File: config.mk
export PLATFORM = sky130hd
export DESIGN_NAME = fmk_encoder
export DESIGN_NICKNAME = d
export VERILOG_FILES = /design/src/rtl/fmk_pkg.sv /design/src/rtl/fmk_encoder.sv
export SDC_FILE = /design/constraint.sdc
export NUM_CORES = 1
export LEC_CHECK = 0
export ABC_AREA = 1
export ABC_CLOCK_PERIOD_IN_PS = 17650
export BUFFER_PORTS_ARGS = -buffer_cell sky130_fd_sc_hd__buf_4
export CORE_MARGIN = 2
export CORE_UTILIZATION = 40
export DETAILED_ROUTE_END_ITERATION = 10
export GPL_ROUTABILITY_DRIVEN = 0
export GPL_TIMING_DRIVEN = 0
export PLACE_DENSITY = 0.7
export SLEW_MARGIN = 10
export SYNTH_ARGS = -nofsm -noshare
export SYNTH_HDL_FRONTEND = slang
export SYNTH_SLANG_ARGS = --single-unit
File: constraint.sdc
create_clock -name vclk -period 17.65
set_input_delay 2.6475 -clock vclk [all_inputs]
set_output_delay 2.6475 -clock vclk [all_outputs]
set_load 0.005 [all_outputs]
File: src/rtl/fmk_pkg.sv
// shared constants, action codes and character coding for the fm-index table builder
// no dependencies
package fmk_pkg;

  localparam int KMER_LEN_DEF    = 4;
  localparam int MAX_ROWS_DEF    = 256;
  localparam int SAMPLE_DIST_DEF = 100;
  localparam int CHARS_GIVEN     = 4;
  localparam int DIGIT_BASE      = 5;
  localparam int MAX_KMER        = 6;

  localparam int CHAR_W  = 8;
  localparam int DIGIT_W = 3;
  localparam int QCODE_W = 10;
  localparam int VALUE_W = 9;

  localparam logic [1:0] ACT_ADD      = 2'd0;
  localparam logic [1:0] ACT_READ_OFS = 2'd1;
  localparam logic [1:0] ACT_READ_SMP = 2'd2;
  localparam logic [1:0] ACT_CLEAR    = 2'd3;

  localparam logic [CHAR_W-1:0] CH_A = 8'h41;
  localparam logic [CHAR_W-1:0] CH_C = 8'h43;
  localparam logic [CHAR_W-1:0] CH_G = 8'h47;
  localparam logic [CHAR_W-1:0] CH_T = 8'h54;

  typedef logic [CHARS_GIVEN-1:0][CHAR_W-1:0] char_group_t;

  function automatic int code_space(int k);
    int v;
    v = 1;
    for (int i = 0; i < MAX_KMER; i++) begin
      if (i < k) v = v * DIGIT_BASE;
    end
    return v;
  endfunction

  function automatic logic [DIGIT_W-1:0] base5_digit(logic [CHAR_W-1:0] ch);
    logic [DIGIT_W-1:0] d;
    case (ch)
      CH_A:    d = 3'd1;
      CH_C:    d = 3'd2;
      CH_G:    d = 3'd3;
      CH_T:    d = 3'd4;
      default: d = 3'd0;
    endcase
    return d;
  endfunction

endpackage

File: src/rtl/fmk_encoder.sv
// base-5 coding of the front and back character groups of one rotation
// depends on fmk_pkg
module fmk_encoder #(
  parameter int KMER_LEN = fmk_pkg::KMER_LEN_DEF,
  parameter int CW       = 10
) (
  input  fmk_pkg::char_group_t front,
  input  fmk_pkg::char_group_t back,
  output logic [CW-1:0]        front_code,
  output logic [CW-1:0]        back_code
);
  import fmk_pkg::*;

  always_comb begin
    logic [CW-1:0] fv;
    logic [CW-1:0] bv;
    int pos;
    fv = '0;
    bv = '0;
    for (int k = 0; k < KMER_LEN; k++) begin
      pos = CHARS_GIVEN - KMER_LEN + k;
      fv = CW'(fv * CW'(DIGIT_BASE));
      bv = CW'(bv * CW'(DIGIT_BASE));
      if (k < CHARS_GIVEN) fv = fv + CW'(base5_digit(front[k]));
      if (pos >= 0) bv = bv + CW'(base5_digit(back[pos]));
    end
    front_code = fv;
    back_code  = bv;
  end

endmodule
==> summary.md <==
| Metric | Value |
|---|---|
| Drc violations | 0 |
| Hold bufs inserted after CTS | 0 |
| Ratio of total power to cell area | between 7 and 8 nW/um2 |
| Worst Path Buf+Inv | 6 |
| Total Wirelength | 6040 um |
| Overall track demand over capacity in global routing | 14.8% |
| NumNets Final | 679 |
| Dominant cell type by count on the critical path | sky130_fd_sc_hd__ha_1 |
| RSZ-0062 raised after global routing | no |
| Width of the chip | 89.6 um |
| Maximum capacitance violations | 0 |
| Total inserted antenna cells | 0 |
| Post-synthesis sequential area ratio | 0% |
| Setup CP Type | input port to primary output |
| Full die area | 8020 um2 |
| Required time of the worst setup path | 15.00 ns |
| Router iterations before antenna repair | 4 |
| Synthesis Warnings | 0 |
| Layout overhead on the synthesized area | 25.8% |
| Post-synth top area cell | sky130_fd_sc_hd__ha_1 |
| Number of nets with antenna violations after routing | 0 |
| Commonest cells in the synthesized netlist | sky130_fd_sc_hd__ha_1 (100), sky130_fd_sc_hd__inv_1 (75), sky130_fd_sc_hd__nand2_1 (65), sky130_fd_sc_hd__nand3_1 (35), sky130_fd_sc_hd__nor2_1 (31) |
| Period minus WS final | 10.90 ns |
| Category of the worst setup path launch point | input port |
| Detail-routed via count per cell | 4.88 |
| Total standard cell area after synthesis | 2930 um2 |
| Top delay family on crit path | adder cells |
| Vias in the first global route | 2691 |
| Most common cell in the netlist | sky130_fd_sc_hd__ha_1 |
| Maximum number of pins on one net before global-route repair | 7 |
| Count of buffers added by post-CTS timing repair for setup | 0 |
| Area share of the largest cell type after synthesis | 42.7% |
| Top-level port count | 84 |
| Synth Net Count | 593 |
| Crit path largest cell delay | 0.46 ns |
| Fin worst setup slack | 6.75 ns |
| Sequential cell area | 0 um2 |
| Post-route worst hold slack | about 5.8 ns |
| Total congestion overflow | 0 |
| Setup slack after placement | 6.73 ns |
| Core footprint | 7180 um2 |
| Final cycle utilization of the critical path | 61.8% |
| Rows | 31 |
| Hpwl dp | 5610 um |
| Pins over their slew limit | 0 |
| 1st-iter DRT viols | 65 |
| Area contributors post-synth | sky130_fd_sc_hd__ha_1 (43%), sky130_fd_sc_hd__inv_1 (9.6%), sky130_fd_sc_hd__nand2_1 (8.3%) |
| Clock buffer instance count of the final layout | 0 |
| Final non-filler cell total | 606 |
| Maximum clock frequency | around 90 MHz |
| Number of sequential cells in the layout | 0 |
| Number of different library cells in the post-synthesis netlist | 24 |
| Post-Place Cells | 606 |
| Mean cell area of the mapped netlist | 6.92 um2 |
| Final count of negative-setup-slack endpoints | 0 |
| Data arrival time of the critical path | 8.25 ns |
| Vias | 2957 |
| Antenna violations before repair | 0 |
| Number of buffers inserted by port buffering | 84 |
| Maximum fanout count along the critical path | 5 |
| Static leakage power | 2.54 nW |
| Slew @ Worst Pin | between 0.4 and 0.5 ns |
| Final total negative setup slack | 0 ns |
| Number of gates resized after cts | 0 |
| Type of the tightest min-delay check | input port to primary output |
| Gate Count Post-Synth | 423 |
| Outcome | finished, final reports clean |
| Number of hold violations in the final report | 0 |
| Vertical die dimension | approximately 90 um |
| Slowest CP cell | sky130_fd_sc_hd__fa_1 |
| Final routed wire length divided by cell count | about 10 um |
| Initial standard-cell utilization of the core | approximately two fifths |
| Max_slew headroom | 69.2% |
| Wire length of the first global-routing pass | 10200 um |
| Worst voltage drop across the vdd grid | 0.00000510 V |
| Critical Path Sink Type | primary output |
| Proportion of layout cells with a drive suffix above 1 | a little under a fifth |
-- per-stage QoR --
step / area [um2] / total power [mW] / utilization (%)
after global routing: 3680 / 0.0297 / 51.3
after detailed placement: 3680 / 0.0266 / 51.3
after floorplan: 2930 / 0.0102 / -
final: 3680 / 0.0265 / 51.3
after global placement: 3680 / 0.0258 / 51.3
after CTS: 3680 / 0.0267 / 51.3
-- power breakdown --
group	internal (mW)	leakage, nW	switching (mW)	total (mW)
combinational	0.0150	2.54	0.0115	0.0265
sequential	0	0	0	0
clock	0	0	0	0
-- placed cells by master, fill, tap and decap left out, types with 12 or more instances in the layout --
master                    count
sky130_fd_sc_hd__ha_1       100
sky130_fd_sc_hd__buf_4       84
sky130_fd_sc_hd__inv_1       75
sky130_fd_sc_hd__nand2_1     65
sky130_fd_sc_hd__nand3_1     35
sky130_fd_sc_hd__nor2_1      31
sky130_fd_sc_hd__a21oi_1     25
sky130_fd_sc_hd__xor2_1      19
sky130_fd_sc_hd__nor4_1      15
sky130_fd_sc_hd__nand4_1     12
-- kinds of logic (layout without fill, tap and decap cells) --
family	Yosys count	count (layout)	synth area share (%)
xor+xnor	30	30	8.97
buf+inv	76	160	9.74
compound gates	38	38	7.13
fa+ha+maj	106	106	46.8
simple gates	173	173	27.3
-- path summary, 6_finish.rpt --
kind	start	cells after the start	endpoint	slack, ns
setup / recovery	back[7]	28	back_code[9]	6.75
hold / removal	front[28]	4	front_code[0]	5.80
-- metal layers --
metal | global-route usage [%] | routed length, um | up-vias
met1 | 18.6 | 2840 | 1269
met3 | 0.823 | 398 | 0
met2 | 29.1 | 2810 | 76
met4 | 0 | 0 | 0
li1 | - | - | 1612
met5 | 0 | 0 | -
-- cell type report --
| cell class | count | area, um2 |
|---|---|---|
| fillers | 729 | 3490 |
| multi-input cells | 347 | 2640 |
| repair buffers | 84 | 631 |
| inverters | 76 | 285 |
| well taps | 99 | 124 |
Note: power is estimated with default switching activity, not from simulation.
